===== config.mk =====
export PLATFORM = sky130hd
export DESIGN_NAME = cgir_parser
export DESIGN_NICKNAME = d
export VERILOG_FILES = /design/src/rtl/cgir_pkg.sv /design/src/rtl/cgir_parser.sv
export SDC_FILE = /design/constraint.sdc
export NUM_CORES = 1
export LEC_CHECK = 0
export BUFFER_PORTS_ARGS = -buffer_cell sky130_fd_sc_hd__buf_2
export CAP_MARGIN = 20
export CORE_ASPECT_RATIO = 1.5
export CORE_MARGIN = 8
export CORE_UTILIZATION = 40
export CTS_CLUSTER_SIZE = 25
export DETAILED_ROUTE_END_ITERATION = 10
export MAX_ROUTING_LAYER = met4
export SETUP_SLACK_MARGIN = 0.15
export SLEW_MARGIN = 20
export SYNTH_ARGS = -nofsm -noshare
export SYNTH_HDL_FRONTEND = slang
export SYNTH_SLANG_ARGS = --single-unit

===== constraint.sdc =====
create_clock -name clk_i -period 7.35 [get_ports clk_i]
set_input_delay 0.735 -clock clk_i [delete_from_list [all_inputs] [get_ports clk_i]]
set_output_delay 0.735 -clock clk_i [all_outputs]
set_load 0.02 [all_outputs]

===== src/rtl/cgir_pkg.sv =====
// Shared types and constants for the composite glyph index remapper.
// Holds the parser phase type, the status codes and the request record passed
// from the parser to the output stage. No dependencies.
package cgir_pkg;

  localparam int MapDepthDef = 65536;

  localparam logic [15:0] FLG_WORDS      = 16'h0001;
  localparam logic [15:0] FLG_SCALE      = 16'h0008;
  localparam logic [15:0] FLG_MORE       = 16'h0020;
  localparam logic [15:0] FLG_XY_SCALE   = 16'h0040;
  localparam logic [15:0] FLG_TWO_BY_TWO = 16'h0080;
  localparam logic [15:0] FLG_INSTR      = 16'h0100;

  localparam logic [15:0] HEADER_LEN = 16'd10;
  localparam logic [15:0] NOT_KEPT   = 16'hFFFF;

  localparam logic [1:0] ST_OK        = 2'd0;
  localparam logic [1:0] ST_BAD_REF   = 2'd1;
  localparam logic [1:0] ST_TRUNC_CMP = 2'd2;
  localparam logic [1:0] ST_TRUNC_INS = 2'd3;

  typedef enum logic [2:0] {
    PH_HEADER = 3'd0,
    PH_PASS   = 3'd1,
    PH_COMP   = 3'd2,
    PH_SKIP   = 3'd3,
    PH_ILEN   = 3'd4,
    PH_IBODY  = 3'd5
  } phase_e;

  // One emitting request: a single byte, or a glyph index pair to remap
  typedef struct packed {
    logic       pair;
    logic [7:0] byte_hi;
    logic [7:0] byte_lo;
    logic       last;
    logic       bad;
    logic [1:0] trunc;
  } event_t;

endpackage


===== src/rtl/cgir_parser.sv =====
// Glyph record parser: walks header, components and instructions byte by
// byte, issues the table read for each glyph index. Uses cgir_pkg.
module cgir_parser #(
  parameter int MAP_DEPTH = cgir_pkg::MapDepthDef,
  parameter int AW        = $clog2(MAP_DEPTH)
) (
  input  logic             clk_i,
  input  logic             rst_ni,
  input  logic             cfg_we_i,
  input  logic [15:0]      cfg_wdata_i,
  input  logic             byte_acc_i,
  input  logic [7:0]       data_byte_i,
  input  logic             last_i,
  output logic             ev_valid_o,
  output cgir_pkg::event_t ev_o,
  output logic             rd_en_o,
  output logic [AW-1:0]    rd_addr_o
);

  localparam logic [16:0] DepthLim = 17'(MAP_DEPTH);

  cgir_pkg::phase_e phase_q, phase_d;
  logic [15:0] pos_q, pos_d;
  logic [15:0] flags_q, flags_d;
  logic [3:0]  skip_q, skip_d;
  logic [7:0]  held_q, held_d;
  logic [15:0] ilen_q, ilen_d;
  logic [15:0] map_size_q;
  logic [15:0] src;
  logic [15:0] ilen_new;
  logic [3:0]  skip_dec;
  logic        src_bad;

  function automatic logic [3:0] operand_bytes(input logic [15:0] f);
    logic [3:0] n;
    n = ((f & cgir_pkg::FLG_WORDS) != 16'd0) ? 4'd4 : 4'd2;
    if ((f & cgir_pkg::FLG_SCALE) != 16'd0) begin
      n = n + 4'd2;
    end else if ((f & cgir_pkg::FLG_XY_SCALE) != 16'd0) begin
      n = n + 4'd4;
    end else if ((f & cgir_pkg::FLG_TWO_BY_TWO) != 16'd0) begin
      n = n + 4'd8;
    end
    return n;
  endfunction

  function automatic cgir_pkg::phase_e after_component(input logic [15:0] f);
    if ((f & cgir_pkg::FLG_MORE) != 16'd0) begin
      return cgir_pkg::PH_COMP;
    end else if ((f & cgir_pkg::FLG_INSTR) != 16'd0) begin
      return cgir_pkg::PH_ILEN;
    end
    return cgir_pkg::PH_PASS;
  endfunction

  assign src      = {held_q, data_byte_i};
  assign src_bad  = (src >= map_size_q) || ({1'b0, src} >= DepthLim);
  assign ilen_new = {ilen_q[15:8], data_byte_i};
  assign skip_dec = (skip_q != 4'd0) ? skip_q - 4'd1 : 4'd0;
  assign rd_addr_o = src[AW-1:0];

  always_comb begin
    phase_d = phase_q;
    pos_d   = pos_q;
    flags_d = flags_q;
    skip_d  = skip_q;
    held_d  = held_q;
    ilen_d  = ilen_q;
    ev_o         = '0;
    ev_o.byte_hi = held_q;
    ev_o.byte_lo = data_byte_i;
    ev_o.last    = last_i;
    ev_o.bad     = src_bad;
    ev_valid_o   = 1'b1;
    rd_en_o      = 1'b0;

    unique case (phase_q)
      cgir_pkg::PH_HEADER: begin
        if (pos_q == 16'd0) begin
          held_d = data_byte_i;
        end
        if (pos_q == cgir_pkg::HEADER_LEN - 16'd1) begin
          skip_d  = 4'd0;
          phase_d = held_q[7] ? cgir_pkg::PH_COMP : cgir_pkg::PH_PASS;
        end
      end
      cgir_pkg::PH_COMP: begin
        case (skip_q)
          4'd0: begin
            flags_d = {data_byte_i, 8'd0};
            skip_d  = 4'd1;
          end
          4'd1: begin
            flags_d = {flags_q[15:8], data_byte_i};
            skip_d  = 4'd2;
          end
          4'd2: begin
            // hold the index high byte until its low byte arrives
            held_d     = data_byte_i;
            ev_o.byte_lo = data_byte_i;
            ev_valid_o = last_i;
            skip_d     = 4'd3;
          end
          default: begin
            ev_o.pair = 1'b1;
            rd_en_o   = byte_acc_i;
            skip_d    = operand_bytes(flags_q);
            phase_d   = cgir_pkg::PH_SKIP;
          end
        endcase
      end
      cgir_pkg::PH_SKIP: begin
        skip_d = skip_dec;
        if (skip_dec == 4'd0) begin
          phase_d = after_component(flags_q);
        end
      end
      cgir_pkg::PH_ILEN: begin
        if (skip_q == 4'd0) begin
          ilen_d = {data_byte_i, 8'd0};
          skip_d = 4'd1;
        end else begin
          ilen_d  = ilen_new;
          skip_d  = 4'd0;
          phase_d = (ilen_new != 16'd0) ? cgir_pkg::PH_IBODY : cgir_pkg::PH_PASS;
        end
      end
      cgir_pkg::PH_IBODY: begin
        if (ilen_q != 16'd0) begin
          ilen_d = ilen_q - 16'd1;
        end
        if (ilen_d == 16'd0) begin
          phase_d = cgir_pkg::PH_PASS;
        end
      end
      default: begin
      end
    endcase

    if (pos_q != 16'hFFFF) begin
      pos_d = pos_q + 16'd1;
    end

    if (last_i) begin
      if (phase_d == cgir_pkg::PH_COMP || phase_d == cgir_pkg::PH_SKIP) begin
        ev_o.trunc = cgir_pkg::ST_TRUNC_CMP;
      end else if (phase_d == cgir_pkg::PH_ILEN || phase_d == cgir_pkg::PH_IBODY) begin
        ev_o.trunc = cgir_pkg::ST_TRUNC_INS;
      end
      phase_d = cgir_pkg::PH_HEADER;
      pos_d   = 16'd0;
      flags_d = 16'd0;
      skip_d  = 4'd0;
      held_d  = 8'd0;
      ilen_d  = 16'd0;
    end
  end

  always_ff @(posedge clk_i or negedge rst_ni) begin
    if (!rst_ni) begin
      phase_q <= cgir_pkg::PH_HEADER;
      pos_q   <= 16'd0;
      flags_q <= 16'd0;
      skip_q  <= 4'd0;
      held_q  <= 8'd0;
      ilen_q  <= 16'd0;
    end else if (byte_acc_i) begin
      phase_q <= phase_d;
      pos_q   <= pos_d;
      flags_q <= flags_d;
      skip_q  <= skip_d;
      held_q  <= held_d;
      ilen_q  <= ilen_d;
    end
  end

  always_ff @(posedge clk_i or negedge rst_ni) begin
    if (!rst_ni) begin
      map_size_q <= 16'd1;
    end else if (cfg_we_i) begin
      map_size_q <= cfg_wdata_i;
    end
  end

endmodule


==> run_results.csv <==
group,metric,value,unit
clocking,clkTransAtPathRegs,0.06,ns
clocking,cts_resized,0,
die,start_util,0.403,
synth,seq_area_frac_synth,0.363,
sta,setup_viol,0,
run,drv_cap,0,
global_route,grt_pass1_vias,4321,
clocking,cts_buffer_depth,2,
cells_and_area,final_nets,659,
synth,synth_enable_flop_cells,0,
place,dp_hpwl,10.2,mm
route,postRouteWirelength,14.1,mm
sta,drv_slew,0,
die,die_w,105,um
synth,synth_compound_area_frac,0.237,
sta,rsz0062_at_grt,"no",
cells_and_area,regArea,0.00173,sq mm
worst_setup_path,crit_top_cell,"nor3_1",
clocking,cts_made_buffers,9,
cells_and_area,final_common_cell,"dfrtp_1",
global_route,antenna_found_initial,0,
sta,period_share,0.535,
cells_and_area,nFillCells,1173,
sta,hold_viol_final,0,
sta,max_freq,0.254,GHz
sta,worst_pin_slew,1.01,ns
clocking,cts_tree,"built",
die,die_h,150,um
synth,syn_area,0.00476,sq mm
sta,timing.final.crit_period,3.93,ns
worst_setup_path,path_delay_family,"simple AND/OR/NAND/NOR gates",
worst_setup_path,crit_type,"reg -> out",
worst_setup_path,cp_slowest_cell,"or4b_1",
route,vias,4445,
die,die-area,0.0157,sq mm
synth,synth_xor_xnor_area_share,0.0147,
worst_setup_path,reg2reg_depth,8,
synth,post-synth-top-area-cell,"dfrtp_1",
worst_setup_path,cp_cell_sequence,"inv_1 > ha_1 > or4b_1 > nor3_1 > mux2i_1 > nand4_1 > nor3_1 > o22ai_1 > buf_2",
die,coreArea,0.0118,sq mm
synth,ys_seq_elements,69,
synth,synthSimpleGateAreaFrac,0.228,
clocking,h-tree-depth,3,
route,wl_per_cell,18.4,um
cells_and_area,syn_to_final_growth,10.3,%
status,status,"complete, no violations",
sta,finClkSkew,0.00559,ns
synth,async_reset_ff_frac,1.00,
worst_setup_path,end_kind,"primary output",
global_route,grt_max_degree,70,
hold_path,worstHoldPathCells,2,
route,antenna_left,0,
place,placed_area,0.00498,sq mm
synth,synthFlopType,"dfrtp_1",
synth,synth_top_area_share,0.357,
clocking,clock_latency,0.34,ns
global_route,grt_overflow,0,
cells_and_area,mostFrequentLayoutCells,"dfrtp_1, buf_2, o21ai_0, nand2_1, nor2_1",
clocking,cts-root-buf,"clkbuf_16",
worst_setup_path,worstPathRequired,6.61,ns
synth,synthMuxAreaShare,0.00893,
cells_and_area,layout-drive-gt1-share,0.161,
synth,yosys-top-cells-area,"dfrtp_1, o21ai_0, ha_1",
synth,synth-adder-area-share,0.0525,
synth,yosysUniqueCellTypes,64,
route,drt_first_pass_iters,5,
synth,syn_nets,630,
synth,ys_warn_count,0,
pwr,p_total,0.00136,W
pwr,irDropWorstVdd,0.000122,V
place,port_buffers,67,
clocking,cts_hold_buf,0,
place,placedCellCount,752,
synth,postSynthCellCount,581,
worst_setup_path,path_max_fanout,9,
cells_and_area,diodes,0,
worst_setup_path,cp.arrival,3.20,ns
sta,maxSlewHeadroom,0.322,
global_route,track_usage,0.185,
sta,setup-tns-final,0,ns
pwr,leakagePower,2.47,nW
clocking,cts_setup_buffers,0,
worst_setup_path,crit_buf_inv,2,
route,drc_errors,0,
cells_and_area,finalNonFillerCells,768,
route,dr.first_iter.drc_count,351,
route,vias_per_cell,5.79,
synth,synth_top_family_by_area,"compound AO/OA/AOI/OAI gates",
clocking,cts.sinks,69,
cells_and_area,final_core_util,0.444,
hold_path,hold_path_class,"reg -> reg",
global_route,grt_pass1_wl,22.7,mm
worst_setup_path,cp-start-kind,"register",
die,rows,49,
synth,syn_avg_cell_area,8.20,sq um
cells_and_area,fin_area,0.00526,sq mm
place,routabilityCongestion,0.932,
pwr,cellPowerDensity,260,mW/mm^2
worst_setup_path,critPathMaxStageDelay,0.58,ns
die,boundaryPins,68,
cells_and_area,multi_input_area,0.00257,sq mm
worst_setup_path,worst-path-stages,9,
worst register-to-register path: cells and delay by family (launching register included):
kind | cells | cell delay (ns)
multiplexers | 1 | 0.26
AND/OR/NAND/NOR | 4 | 1.31
AO/OA/AOI/OAI | 1 | 0.19
flip-flops | 1 | 0.44
adder cells (fa/ha/maj) | 1 | 0.32
buffers and inverters | 1 | 0.13
logic make-up (layout without fill, tap and decap cells):
| family | count (synthesis) | count (layout) |
|---|---|---|
| and+or+nand+nor | 216 | 216 |
| AOI/OAI and AO/OA | 177 | 177 |
| buffers and inverters | 87 | 121 |
| DFF | 69 | 69 |
| adders and majority gates | 20 | 20 |
| xor gates and xnor gates | 8 | 8 |
| muxes | 4 | 4 |
state kept, by name, summed over array words and instances, names as in the netlist:
name and cells:
ilen_q 16, map_size_q 16, pos_q 16, held_q 8
flags_q 6, skip_q 4, phase_q 3
layout make-up:
cell class                      count  area share
Tap cell                          153      0.0364
Sequential cell                    69       0.329
Inverter                           36      0.0257
Timing Repair Buffer               69      0.0667
Multi-Input combinational cell    425       0.490
Clock buffer                       10      0.0455
Clock inverter                      6     0.00690
report_power, final:
group          switching [W]  leakage [nW]  total [W]  internal [W]
Combinational       0.000309          1.42   0.000491      0.000182
Sequential         0.0000512         0.915   0.000466      0.000415
Clock               0.000171         0.138   0.000407      0.000236
Total               0.000531          2.47    0.00136      0.000834
stage by stage:
step | setup WS, ns | hold WS, ns
2_1_floorplan | 4.30 | 0.438
3_3_place_gp | 3.87 | 0.467
3_5_place_dp | 3.84 | 0.469
4_1_cts | 3.47 | 0.481
5_1_grt | 3.13 | 0.512
6_report | 3.42 | 0.477
synth_stat cells (3+ instances only):
cell type,number
dfrtp_1,68
o311ai_1,3
nand4b_1,3
nor3_1,17
nand3_1,18
and4_1,3
nand2_1,62
nand2b_1,9
nor2b_1,5
or4_1,4
buf_6,3
o21ai_1,10
xor2_1,7
a21o_1,15
ha_1,20
a31oi_1,5
o21ai_0,64
inv_1,36
nor2_1,53
a21oi_1,28
o31ai_1,4
a211oi_1,7
nand3b_1,3
a32oi_1,6
o22ai_1,4
nand4_1,10
buf_4,27
o41ai_1,10
nor4_1,9
or4_4,3
and2_1,3
clkbuf_1,20
a22oi_1,3
per-layer routing:
| metal | wire length, um | vias up | global-route usage |
|---|---|---|---|
| li1 | - | 2144 | - |
| met5 | 0 | - | - |
| met3 | 458 | 38 | 0.0289 |
| met4 | 531 | 0 | 0.0932 |
| met1 | 5770 | 2151 | 0.205 |
| met2 | 7360 | 112 | 0.317 |
worst paths after layout:
path	from	to	slack (ns)
max	ilen_q[0]$_DFFE_PN0P_	ev_o[1]	3.42
min reg2reg	flags_q[7]$_DFFE_PN0P_	flags_q[7]$_DFFE_PN0P_	0.48
min in group asynchronous	rst_ni	ilen_q[9]$_DFFE_PN0P_	0.62
min	flags_q[7]$_DFFE_PN0P_	flags_q[7]$_DFFE_PN0P_	0.48
max reg2reg	ilen_q[0]$_DFFE_PN0P_	phase_q[2]$_DFFE_PN0P_	4.54
max in group asynchronous	rst_ni	ilen_q[15]$_DFFE_PN0P_	6.13
Power figures use the tool's default switching activity.
