**src/rtl/cgir_pkg.sv**
```systemverilog
// Shared types and constants for the composite glyph index remapper.
// Holds the parser phase type, the status codes and the request record passed
// from the parser to the output stage. No dependencies.
package cgir_pkg;

  localparam int MapDepthDef = 65536;

  localparam logic [15:0] FLG_WORDS      = 16'h0001;
  localparam logic [15:0] FLG_SCALE      = 16'h0008;
  localparam logic [15:0] FLG_MORE       = 16'h0020;
  localparam logic [15:0] FLG_XY_SCALE   = 16'h0040;
  localparam logic [15:0] FLG_TWO_BY_TWO = 16'h0080;
  localparam logic [15:0] FLG_INSTR      = 16'h0100;

  localparam logic [15:0] HEADER_LEN = 16'd10;
  localparam logic [15:0] NOT_KEPT   = 16'hFFFF;

  localparam logic [1:0] ST_OK        = 2'd0;
  localparam logic [1:0] ST_BAD_REF   = 2'd1;
  localparam logic [1:0] ST_TRUNC_CMP = 2'd2;
  localparam logic [1:0] ST_TRUNC_INS = 2'd3;

  typedef enum logic [2:0] {
    PH_HEADER = 3'd0,
    PH_PASS   = 3'd1,
    PH_COMP   = 3'd2,
    PH_SKIP   = 3'd3,
    PH_ILEN   = 3'd4,
    PH_IBODY  = 3'd5
  } phase_e;

  // One emitting request: a single byte, or a glyph index pair to remap
  typedef struct packed {
    logic       pair;
    logic [7:0] byte_hi;
    logic [7:0] byte_lo;
    logic       last;
    logic       bad;
    logic [1:0] trunc;
  } event_t;

endpackage

```
**src/rtl/cgir_out_stage.sv**
```systemverilog
// Output stage: holds up to two requests, merges the table read data, keeps
// the sticky status and emits one or two result bytes per request. Uses cgir_pkg.
module cgir_out_stage (
  input  logic             clk_i,
  input  logic             rst_ni,
  input  logic             load_i,
  input  cgir_pkg::event_t ev_i,
  input  logic [15:0]      rdata_i,
  output logic             free_o,
  output logic             m_axis_tvalid_o,
  input  logic             m_axis_tready_i,
  output logic [7:0]       m_axis_tdata_o,
  output logic             m_axis_tlast_o,
  output logic [1:0]       m_axis_tuser_o
);

  cgir_pkg::event_t head_q;
  cgir_pkg::event_t tail_q;
  logic             head_vld_q;
  logic             tail_vld_q;
  logic             sub_q;
  logic [1:0]       err_q;
  logic [1:0]       err_bad;
  logic [1:0]       err_new;
  logic             bad_eff;
  logic             final_beat;
  logic             beat_done;
  logic             pop;

  // The table read data stays valid while the index pair waits: the next read
  // needs at least four further requests, more than the two slots can hold.
  assign bad_eff    = head_q.pair && (head_q.bad || rdata_i == cgir_pkg::NOT_KEPT);
  assign err_bad    = (err_q == cgir_pkg::ST_OK && bad_eff) ? cgir_pkg::ST_BAD_REF : err_q;
  assign err_new    = (err_bad == cgir_pkg::ST_OK) ? head_q.trunc : err_bad;
  assign final_beat = !head_q.pair || sub_q;
  assign beat_done  = head_vld_q && m_axis_tready_i;
  assign pop        = beat_done && final_beat;
  assign free_o     = !tail_vld_q || pop;

  always_comb begin
    if (!head_q.pair) begin
      m_axis_tdata_o = head_q.byte_lo;
    end else if (bad_eff) begin
      m_axis_tdata_o = sub_q ? head_q.byte_lo : head_q.byte_hi;
    end else begin
      m_axis_tdata_o = sub_q ? rdata_i[7:0] : rdata_i[15:8];
    end
  end

  assign m_axis_tvalid_o = head_vld_q;
  assign m_axis_tlast_o  = head_q.last && final_beat;
  assign m_axis_tuser_o  = err_new;

  always_ff @(posedge clk_i or negedge rst_ni) begin
    if (!rst_ni) begin
      head_vld_q <= 1'b0;
      tail_vld_q <= 1'b0;
      sub_q      <= 1'b0;
      err_q      <= cgir_pkg::ST_OK;
    end else begin
      if (pop) begin
        // advance the tail, or the new request, into the head
        head_vld_q <= tail_vld_q || load_i;
        tail_vld_q <= tail_vld_q && load_i;
        sub_q      <= 1'b0;
        err_q      <= err_new;
      end else begin
        if (load_i) begin
          head_vld_q <= 1'b1;
          tail_vld_q <= head_vld_q;
        end
        if (beat_done) begin
          sub_q <= 1'b1;
        end
      end
    end
  end

  always_ff @(posedge clk_i) begin
    if (pop) begin
      head_q <= tail_vld_q ? tail_q : ev_i;
    end else if (load_i && !head_vld_q) begin
      head_q <= ev_i;
    end
    if (load_i && (pop ? tail_vld_q : head_vld_q)) begin
      tail_q <= ev_i;
    end
  end

endmodule

```
**config.mk**
```make
export PLATFORM = sky130hd
export DESIGN_NAME = cgir_out_stage
export DESIGN_NICKNAME = d
export VERILOG_FILES = /design/src/rtl/cgir_pkg.sv /design/src/rtl/cgir_out_stage.sv
export SDC_FILE = /design/constraint.sdc
export NUM_CORES = 1
export LEC_CHECK = 0
export ABC_AREA = 1
export ABC_CLOCK_PERIOD_IN_PS = 2250
export BUFFER_PORTS_ARGS = -buffer_cell sky130_fd_sc_hd__buf_4
export CAP_MARGIN = 10
export CORE_ASPECT_RATIO = 1.4
export CORE_MARGIN = 2
export CORE_UTILIZATION = 40
export DETAILED_ROUTE_END_ITERATION = 6
export PLACE_DENSITY = 0.7
export SLEW_MARGIN = 30
export SYNTH_ARGS = -nofsm -noshare
export SYNTH_HDL_FRONTEND = slang
export SYNTH_SLANG_ARGS = --single-unit
```
**constraint.sdc**
```tcl
create_clock -name clk_i -period 2.25 [get_ports clk_i]
set_input_delay 0.3375 -clock clk_i [delete_from_list [all_inputs] [get_ports clk_i]]
set_output_delay 0.3375 -clock clk_i [all_outputs]
set_load 0.005 [all_outputs]
```
==> flow_summary_export.csv, run 1 <==
group,metric,value,unit
status,status,"finished clean",
synthesis,synth-seq-cells,47,
setup_path,start_kind,"register",
global_route,grt_pass1_vias,1572,
floorplan,core,5450,um^2
timing,holdWs,0.220,ns
power,combPwrFrac,0.258,
setup_path,cp_slowest_cell,"edfxtp_1",
route,wl_per_cell,11.6,um
cells_and_area,fillers,542,
cts,clock-sinks,47,
floorplan,start_util,0.408,
timing,fin_crit_sh,0.893,
power,switching_share,0.276,
global_route,antenna_found_initial,0,
global_route,grt_max_degree,23,
cts,cts-root-buf,"clkbuf_8",
placed_design,dpl.hpwl,3130,um
route,vias_per_cell,4.61,
cts,clkTransAtPathRegs,0.08,ns
timing,fin_crit,2.01,ns
cells_and_area,drive_gt1_frac,0.245,
placed_design,gp_congestion,0.813,
cells_and_area,n_antenna_cell,0,
timing,rsz0062_at_grt,"false",
cts,cts_tree,"built",
timing,fin_skew,0.00581,ns
timing,maxSlewViolCount,0,
route,drc,0,
power,intPower,1.85,mW
timing,relSlewSlack,0.738,
route,firstDrtPassIters,4,
floorplan,die_area,6180,um^2
floorplan,die_h,92.2,um
floorplan,ios,54,
floorplan,num_rows,32,
timing,hold_viol,0,
setup_path,required,1.91,ns
timing,clock.fmax,498,MHz
synthesis,netlist_area,2220,um^2
setup_path,critPathArrivalTime,1.67,ns
worst_hold_path,hold_class,"input port to register",
power,p_sw,0.706,mW
route,wirelength,4240,um
cells_and_area,layout_commonest_cell,"nand2_1",
cells_and_area,most-common-layout-cells,"nand2_1, buf_4, edfxtp_1",
global_route,grt_pass1_wl,6740,um
cells_and_area,nets,338,
job,max-cap-violations,0,
synthesis,netlist_instances,238,
synthesis,syn_nets,279,
timing,tns,0,ns
synthesis,yosys_warnings,0,
global_route,grt_use_total,0.145,
power,p_leak,1.31,nW
power,clkPwrFrac,0.277,
setup_path,crit_buf_inv,2,
setup_path,endpoint_kind,"output pin",
power,totalPowerFinal,2.56,mW
cts,cts_buffer_depth,2,
cts,cts_resized,0,
synthesis,ys_seq_area_frac,0.624,
route,ant_nets,0,
cts,cts.htree.levels,2,
power,ir_worst_vdd,0.497,mV
cts,clk_latency,0.30,ns
placed_design,portBuffers,53,
setup_path,crit_family,"flip-flops",
timing,finalWorstSetupSlack,0.242,ns
setup_path,cpPeakStageDelay,0.52,ns
cts,cts_buffers,5,
global_route,grt_remaining_overflow,0,
setup_path,setup.worst_path.class,"register to output pin",
floorplan,die_w,67.0,um
synthesis,avgSynthCellArea,9.34,um^2
power,powerDensity,901,nW/um^2
placed_design,pre_cts_ws,0.329,ns
setup_path,crit_chain,"clkinv_1 > nor2_1 > nand2_1 > nand3_1 > nand2_1 > buf_4",
setup_path,crit_top_cell,"nand2_1",
timing,setup_viol,0,
route,drtIter0Drc,52,
timing,tightest_slew,0.391,ns
power,seq_power_share,0.465,
synthesis,synth_cell_types,21,
setup_path,cp_max_fo,9,
setup_path,ff2ff_setup_slack,0.37,ns
cells_and_area,syn_to_final_growth,27.6,%
route,dr_total_vias,1689,
## power by group through the flow
stage | clock (mW) | sequential (mW) | combinational (mW)
detailed placement | 0 | 1.21 | 0.650
floorplan | 0 | 1.20 | 0.406
CTS | 0.722 | 1.19 | 0.657
global route | 0.759 | 1.20 | 0.750
global placement | 0 | 1.21 | 0.644
finish | 0.708 | 1.19 | 0.660
## cell usage after synthesis, drive strengths merged
library cell	number	share of area
nand2	135	0.23
buf	7	0.024
clkinv	1	0.0017
o21bai	1	0.0034
o211ai	8	0.027
dfrtp	5	0.056
nand3	4	0.015
edfxtp	42	0.57
o21ai	12	0.032
a21oi	1	0.0022
inv	9	0.015
clkbuf	1	0.0017
a21boi	1	0.0034
nor2	11	0.019
## per-layer routing
metal | up-vias | global-route usage | share of wire
li1 | 897 | - | -
met2 | 46 | 0.243 | 0.50
met3 | 6 | 0.0319 | 0.060
met1 | 740 | 0.167 | 0.42
met5 | - | 0 | 0
met4 | 0 | 0.0782 | 0.022
## path summary, 6_finish.rpt
check | start | to | cells past startpoint
setup / recovery | head_q[20] | m_axis_tuser_o[1] | 6
min in group asynchronous | rst_ni | m_axis_tvalid_o | 2
hold reg to reg | tail_q[2] | head_q[2] | 2
setup reg to reg | head_q[20] | tail_q[18] | 9
hold / removal | ev_i[11] | tail_q[11] | 1
max in group asynchronous | rst_ni | err_q[1] | 2
## cell families after synthesis
family	count (synthesis)	share of synthesized area
AOI/OAI and AO/OA	23	0.0681
buffers and inverters	18	0.0428
DFF	47	0.624
and+or+nand+nor	150	0.266
## flip-flops by register name (all words and copies together), names as in the netlist
signal           flops
sub_q                1
tail_q              21
m_axis_tvalid_o      1
tail_vld_q           1
err_q                2
head_q              21
## what timing repair did
action,4_1_cts,5_1_grt
hold endpoints to repair,5,0
setup endpoints to repair,0,1
hold buffers,1,0
setup buffers,0,2
## through the flow
step           cells   util  area (um^2)
6_report         366  0.521         2840
5_1_grt          366  0.521         2840
4_1_cts          364  0.518         2820
3_5_place_dp     355  0.492         2680
3_3_place_gp     355  0.492         2680
2_1_floorplan    238      -         2220
## final cells by class
type	instances	area, um^2	share of cell area
Sequential cell	47	1390	0.489
Multi-Input combinational cell	173	742	0.262
Tap cell	68	85.1	0.0300
Inverter	10	37.5	0.0132
Clock buffer	6	72.6	0.0256
Timing Repair Buffer	60	453	0.160
Clock inverter	2	60.1	0.0212
No activity file was read; power rests on OpenSTA's default activity.
==> run 2: changes to the inputs <==
--- a/config.mk
+++ b/config.mk
@@ -6,7 +6,7 @@
 export NUM_CORES = 1
 export LEC_CHECK = 0
 export ABC_AREA = 1
-export ABC_CLOCK_PERIOD_IN_PS = 2250
+export ABC_CLOCK_PERIOD_IN_PS = 1700
 export BUFFER_PORTS_ARGS = -buffer_cell sky130_fd_sc_hd__buf_4
 export CAP_MARGIN = 10
 export CORE_ASPECT_RATIO = 1.4
==> constraint.sdc (replaced) <==
create_clock -name clk_i -period 1.7 [get_ports clk_i]
set_input_delay 0.255 -clock clk_i [delete_from_list [all_inputs] [get_ports clk_i]]
set_output_delay 0.255 -clock clk_i [all_outputs]
set_load 0.005 [all_outputs]
==> run 2 against run 1 <==
Net effect:
- the flow now finishes with violations (setup timing)
- power up 34%
- worst hold slack worse by 0.074 ns
- largest power group unchanged
- design area up 8.9%
- highest routed layer unchanged
- sequential power up 32%
- routed wire length up 18%
- non-clock buffer count up 18
==> flow_summary_export.csv, run 2 (same netlist as run 1, synthesis figures left out) <==
group,metric,value,unit
placed_design,portBuffers,53,
route,firstDrtPassIters,4,
power,ir_worst_vdd,0.733,mV
cts,cts_buffer_depth,2,
setup_path,reg2reg_from,"sub_q",
worst_hold_path,hold_class,"input port to register",
global_route,grt_remaining_overflow,0,
timing,fin_skew,0.00335,ns
global_route,grt_pass1_vias,1706,
timing,tightest_slew,0.268,ns
floorplan,die_h,92.2,um
cells_and_area,most-common-layout-cells,"nand2_1, buf_4, edfxtp_1",
worst_hold_path,hold_start,"ev_i[18]",
placed_design,dp.cells,361,
route,drc,0,
timing,rsz0062_at_grt,"true",
setup_path,cpPeakStageDelay,0.36,ns
cells_and_area,n_antenna_cell,0,
cells_and_area,drive_gt1_frac,0.315,
power,p_leak,1.43,nW
setup_path,r2r_cells,10,
setup_path,endpoint_kind,"register",
cts,clock-sinks,47,
setup_path,crit_buf_inv,5,
timing,fin_crit,1.70,ns
timing,hold_viol,0,
floorplan,die_w,67.0,um
global_route,grt_use_total,0.156,
worst_hold_path,worstHoldEndpoint,"tail_q[18]",
floorplan,core,5450,um^2
route,dr_total_vias,1826,
floorplan,ios,54,
floorplan,start_util,0.408,
route,vias_per_cell,4.74,
setup_path,critPathArrivalTime,1.72,ns
job,max-cap-violations,0,
setup_path,cp_max_fo,6,
setup_path,ff2ff_setup_slack,-0.005,ns
timing,maxSlewViolCount,0,
cts,cts-root-buf,"clkbuf_8",
cts,cts.htree.levels,2,
setup_path,cp_slowest_cell,"dfrtp_1",
route,ant_nets,0,
power,totalPowerFinal,3.43,mW
route,wirelength,5010,um
cts,cts_buffers,5,
global_route,grt_max_degree,23,
timing,fin_crit_sh,1.00,
cts,clkTransAtPathRegs,0.08,ns
placed_design,gp_congestion,0.796,
cells_and_area,finalNonFillerCells,385,
placed_design,dpl.hpwl,3390,um
setup_path,crit_chain,"inv_2 > buf_6 > nand2_4 > nand3_4 > inv_4 > nand2_4 > nand2_2 > inv_2 > nor2_4 > clkbuf_16",
timing,finalWorstSetupSlack,-0.00479,ns
timing,setup_viol,7,
timing,clock.fmax,587,MHz
worst_hold_path,holdPathStages,1,
setup_path,start_kind,"register",
timing,relSlewSlack,0.821,
status,violations,"setup timing",
floorplan,num_rows,32,
setup_path,setup.worst_path.class,"register to register",
global_route,grt_pass1_wl,7330,um
cells_and_area,layout_commonest_cell,"nand2_1",
power,powerDensity,1110,nW/um^2
setup_path,worstReg2RegEnd,"tail_q[0]",
cts,cts_tree,"built",
cells_and_area,top_regs,"head_q (21), tail_q (21), err_q (2)",
placed_design,pre_cts_ws,0.0665,ns
floorplan,die_area,6180,um^2
cells_and_area,nets,357,
cells_and_area,fillers,501,
global_route,antenna_found_initial,0,
setup_path,crit_family,"simple AND/OR/NAND/NOR gates",
cells_and_area,syn_to_final_growth,38.9,%
cts,clk_latency,0.29,ns
status,status,"complete, but fails checks",
route,drtIter0Drc,54,
setup_path,required,1.72,ns
route,wl_per_cell,13.0,um
-- run 2: worst max-delay path by stage --
| stage | depth (start not counted) | end | from | slack [ns] |
|---|---|---|---|---|
| 3_5_place_dp | 8 | head_q[7] | head_q[20] | 0.07 |
| 3_3_place_gp | 8 | head_q[13] | head_q[20] | 0.06 |
| 5_1_grt | 10 | tail_q[10] | sub_q | -0.09 |
| 6_report | 10 | tail_q[0] | sub_q | -0.005 |
| 2_1_floorplan | 8 | tail_q[0] | sub_q | 0.06 |
| 4_1_cts | 5 | m_axis_tdata_o[2] | head_q[20] | -0.002 |
-- run 2: per-layer routing --
metal / wire (um) / part of all wire / global-route usage
met4: 72 / 0.014 / 0.0612
met1: 1990 / 0.40 / 0.181
met2: 2750 / 0.55 / 0.272
met5: 0 / 0 / 0
met3: 199 / 0.040 / 0.0319
-- run 2: worst register-to-register path: stages, from the launching register on --
cell       delay (ns)
dfrtp_1          0.36
inv_2            0.06
buf_6            0.12
nand2_4          0.07
nand3_4          0.12
inv_4            0.09
nand2_4          0.05
nand2_2          0.06
inv_2            0.05
nor2_4           0.25
clkbuf_16        0.21
-- run 2: area by class of cell --
class	instances	area (um^2)	area share
inverter	10	47.5	0.0154
sequential	47	1390	0.449
clock buffer	6	72.6	0.0235
clock inverter	2	7.51	0.00243
tap	68	85.1	0.0276
multi-input combinational	174	787	0.255
timing repair buffer	78	702	0.227
-- run 2: where the power goes --
group | internal [mW] | leakage (nW) | switching [mW]
Combinational | 0.602 | 0.930 | 0.637
Clock | 0.281 | 0.0403 | 0.343
Sequential | 1.50 | 0.458 | 0.0691
-- run 2: per-stage QoR --
stage | TNS (ns) | utilization | instance area [um^2] | hold WS [ns]
floorplan | 0 | - | 2230 | -0.0406
global route | -1.82 | 0.567 | 3090 | 0.127
finish | -0.0224 | 0.567 | 3090 | 0.146
CTS | -0.00244 | 0.532 | 2900 | 0.140
global placement | 0 | 0.509 | 2770 | 0.0612
detailed placement | 0 | 0.509 | 2770 | 0.0633
-- run 2: repair_timing --
| item | in CTS | in global routing |
|---|---|---|
| setup buffers | 3 | 8 |
| cloned | 0 | 4 |
| resized for setup | 5 | 27 |
| pin swaps | 0 | 8 |
| hold endpoints to repair | 5 | 0 |
| hold buffers | 1 | 0 |
| setup endpoints to repair | 10 | 38 |
==> run 3: changes to the inputs <==
--- a/config.mk
+++ b/config.mk
@@ -14,6 +14,8 @@
 export CORE_UTILIZATION = 40
 export DETAILED_ROUTE_END_ITERATION = 6
 export PLACE_DENSITY = 0.7
+export SETUP_SLACK_MARGIN = 0.02
+export SKIP_CTS_REPAIR_TIMING = 1
 export SLEW_MARGIN = 30
 export SYNTH_ARGS = -nofsm -noshare
 export SYNTH_HDL_FRONTEND = slang
==> run 3 against run 2 <==
Net effect:
- the flow now finishes without violations
- clock skew grew 0.0010 ns
- critical path depth shrank 4
- core utilization is 0.23 points lower
- worst setup slack better by 0.022 ns
- combinational power barely moved
- clock power shrank 1%
- sequential share of layout area is 0.18 points higher
- critical path type is now register to output pin
==> flow_summary_export.csv, run 3 (same netlist as run 1, synthesis figures left out) <==
group,metric,value,unit
status,status,"finished clean",
route,drtIter0Drc,64,
cells_and_area,fillers,500,
timing,hold_viol,0,
floorplan,die_h,92.2,um
route,drc,0,
cells_and_area,nets,356,
route,wl_met3,228,um
cts,clkTransAtPathRegs,0.08,ns
cells_and_area,postLayoutCoreUtil,0.565,
cts,cts-root-buf,"clkbuf_8",
timing,holdWs,0.146,ns
cells_and_area,most-common-layout-cells,"nand2_1, buf_4, edfxtp_1",
cells_and_area,syn_to_final_growth,38.3,%
timing,tns,0,ns
route,highest_layer,"met4",
setup_path,required,1.44,ns
global_route,grt_pass1_vias,1696,
setup_path,start_kind,"register",
global_route,grt_use_total,0.155,
cts,clk_latency,0.29,ns
cells_and_area,drive_gt1_frac,0.335,
floorplan,die_area,6180,um^2
power,ir_worst_vdd,0.735,mV
power,powerDensity,1110,nW/um^2
global_route,antenna_found_initial,0,
route,wirelength,5030,um
timing,relSlewSlack,0.788,
timing,fin_crit_sh,0.990,
cts,cts_buffers,5,
cells_and_area,fin_area,3080,um^2
setup_path,r2r_cells,9,
cts,clock-sinks,47,
cells_and_area,layout_commonest_cell,"nand2_1",
setup_path,cp_max_fo,4,
cts,cts_tree,"built",
cells_and_area,top_regs,"head_q (21), tail_q (21), err_q (2)",
timing,tightest_slew,0.319,ns
placed_design,dpl.hpwl,3390,um
route,firstDrtPassIters,4,
route,wl_met1,1990,um
global_route,grt_max_degree,23,
worst_hold_path,holdPathStages,1,
floorplan,ios,54,
setup_path,endpoint_kind,"output pin",
timing,clock.fmax,594,MHz
floorplan,die_w,67.0,um
timing,finalWorstSetupSlack,0.0170,ns
worst_hold_path,hold_class,"input port to register",
cells_and_area,n_antenna_cell,0,
setup_path,critPathArrivalTime,1.43,ns
route,dr_total_vias,1846,
job,max-cap-violations,0,
timing,maxSlewViolCount,0,
placed_design,gp_congestion,0.796,
timing,setup_viol,0,
placed_design,portBuffers,53,
timing,fin_skew,0.00437,ns
timing,fin_crit,1.68,ns
route,ant_nets,0,
route,wl_per_cell,13.1,um
power,p_leak,1.41,nW
global_route,grt_pass1_wl,7280,um
route,met2WireLength,2720,um
setup_path,setup.worst_path.class,"register to output pin",
route,vias_per_cell,4.81,
floorplan,core,5450,um^2
cts,cts.htree.levels,2,
timing,rsz0062_at_grt,"true",
placed_design,pre_cts_ws,0.0665,ns
floorplan,num_rows,32,
cts,cts_buffer_depth,2,
floorplan,start_util,0.408,
global_route,grt_remaining_overflow,0,
placed_design,placed_area,2770,um^2
## run 3: area by class of cell
class	count	area [um^2]	area share
flip-flops and latches	47	1390	0.451
repair buffers	76	663	0.216
inverters	10	48.8	0.0159
repair inverters	1	5.00	0.00163
clock buffers	6	72.6	0.0236
multi-input cells	174	807	0.262
well taps	68	85.1	0.0277
clock inverters	2	7.51	0.00244
## run 3: worst paths after layout
path / start / end / slack [ns]
min in group asynchronous: rst_ni / err_q[0] / 0.30
max: head_q[20] / m_axis_tdata_o[2] / 0.02
max in group asynchronous: rst_ni / m_axis_tvalid_o / 1.30
max reg2reg: head_q[20] / tail_q[0] / 0.05
min reg2reg: err_q[0] / err_q[0] / 0.51
min: ev_i[18] / tail_q[18] / 0.15
## run 3: stage by stage
stage          total power [mW]  instances
2_1_floorplan              2.13        238
3_3_place_gp               2.56        361
3_5_place_dp               2.57        361
4_1_cts                    3.19        369
5_1_grt                    3.62        384
6_report                   3.41        384
## run 3: report_power, final
group          switching [mW]  internal (mW)
registers              0.0693           1.50
clock network           0.337          0.281
logic                   0.647          0.579
## run 3: critical path: stages (launching register included)
cell and delay (ns):
edfxtp_1 0.35, buf_4 0.14, clkinvlp_2 0.19, buf_4 0.19, nand2_1 0.04, o21ai_1 0.08
buf_4 0.14
## run 3: routing by layer
layer	vias to the layer above	global-route usage
li1	931	-
met1	852	0.180
met2	55	0.271
met3	8	0.0319
met4	0	0.0612
met5	-	0
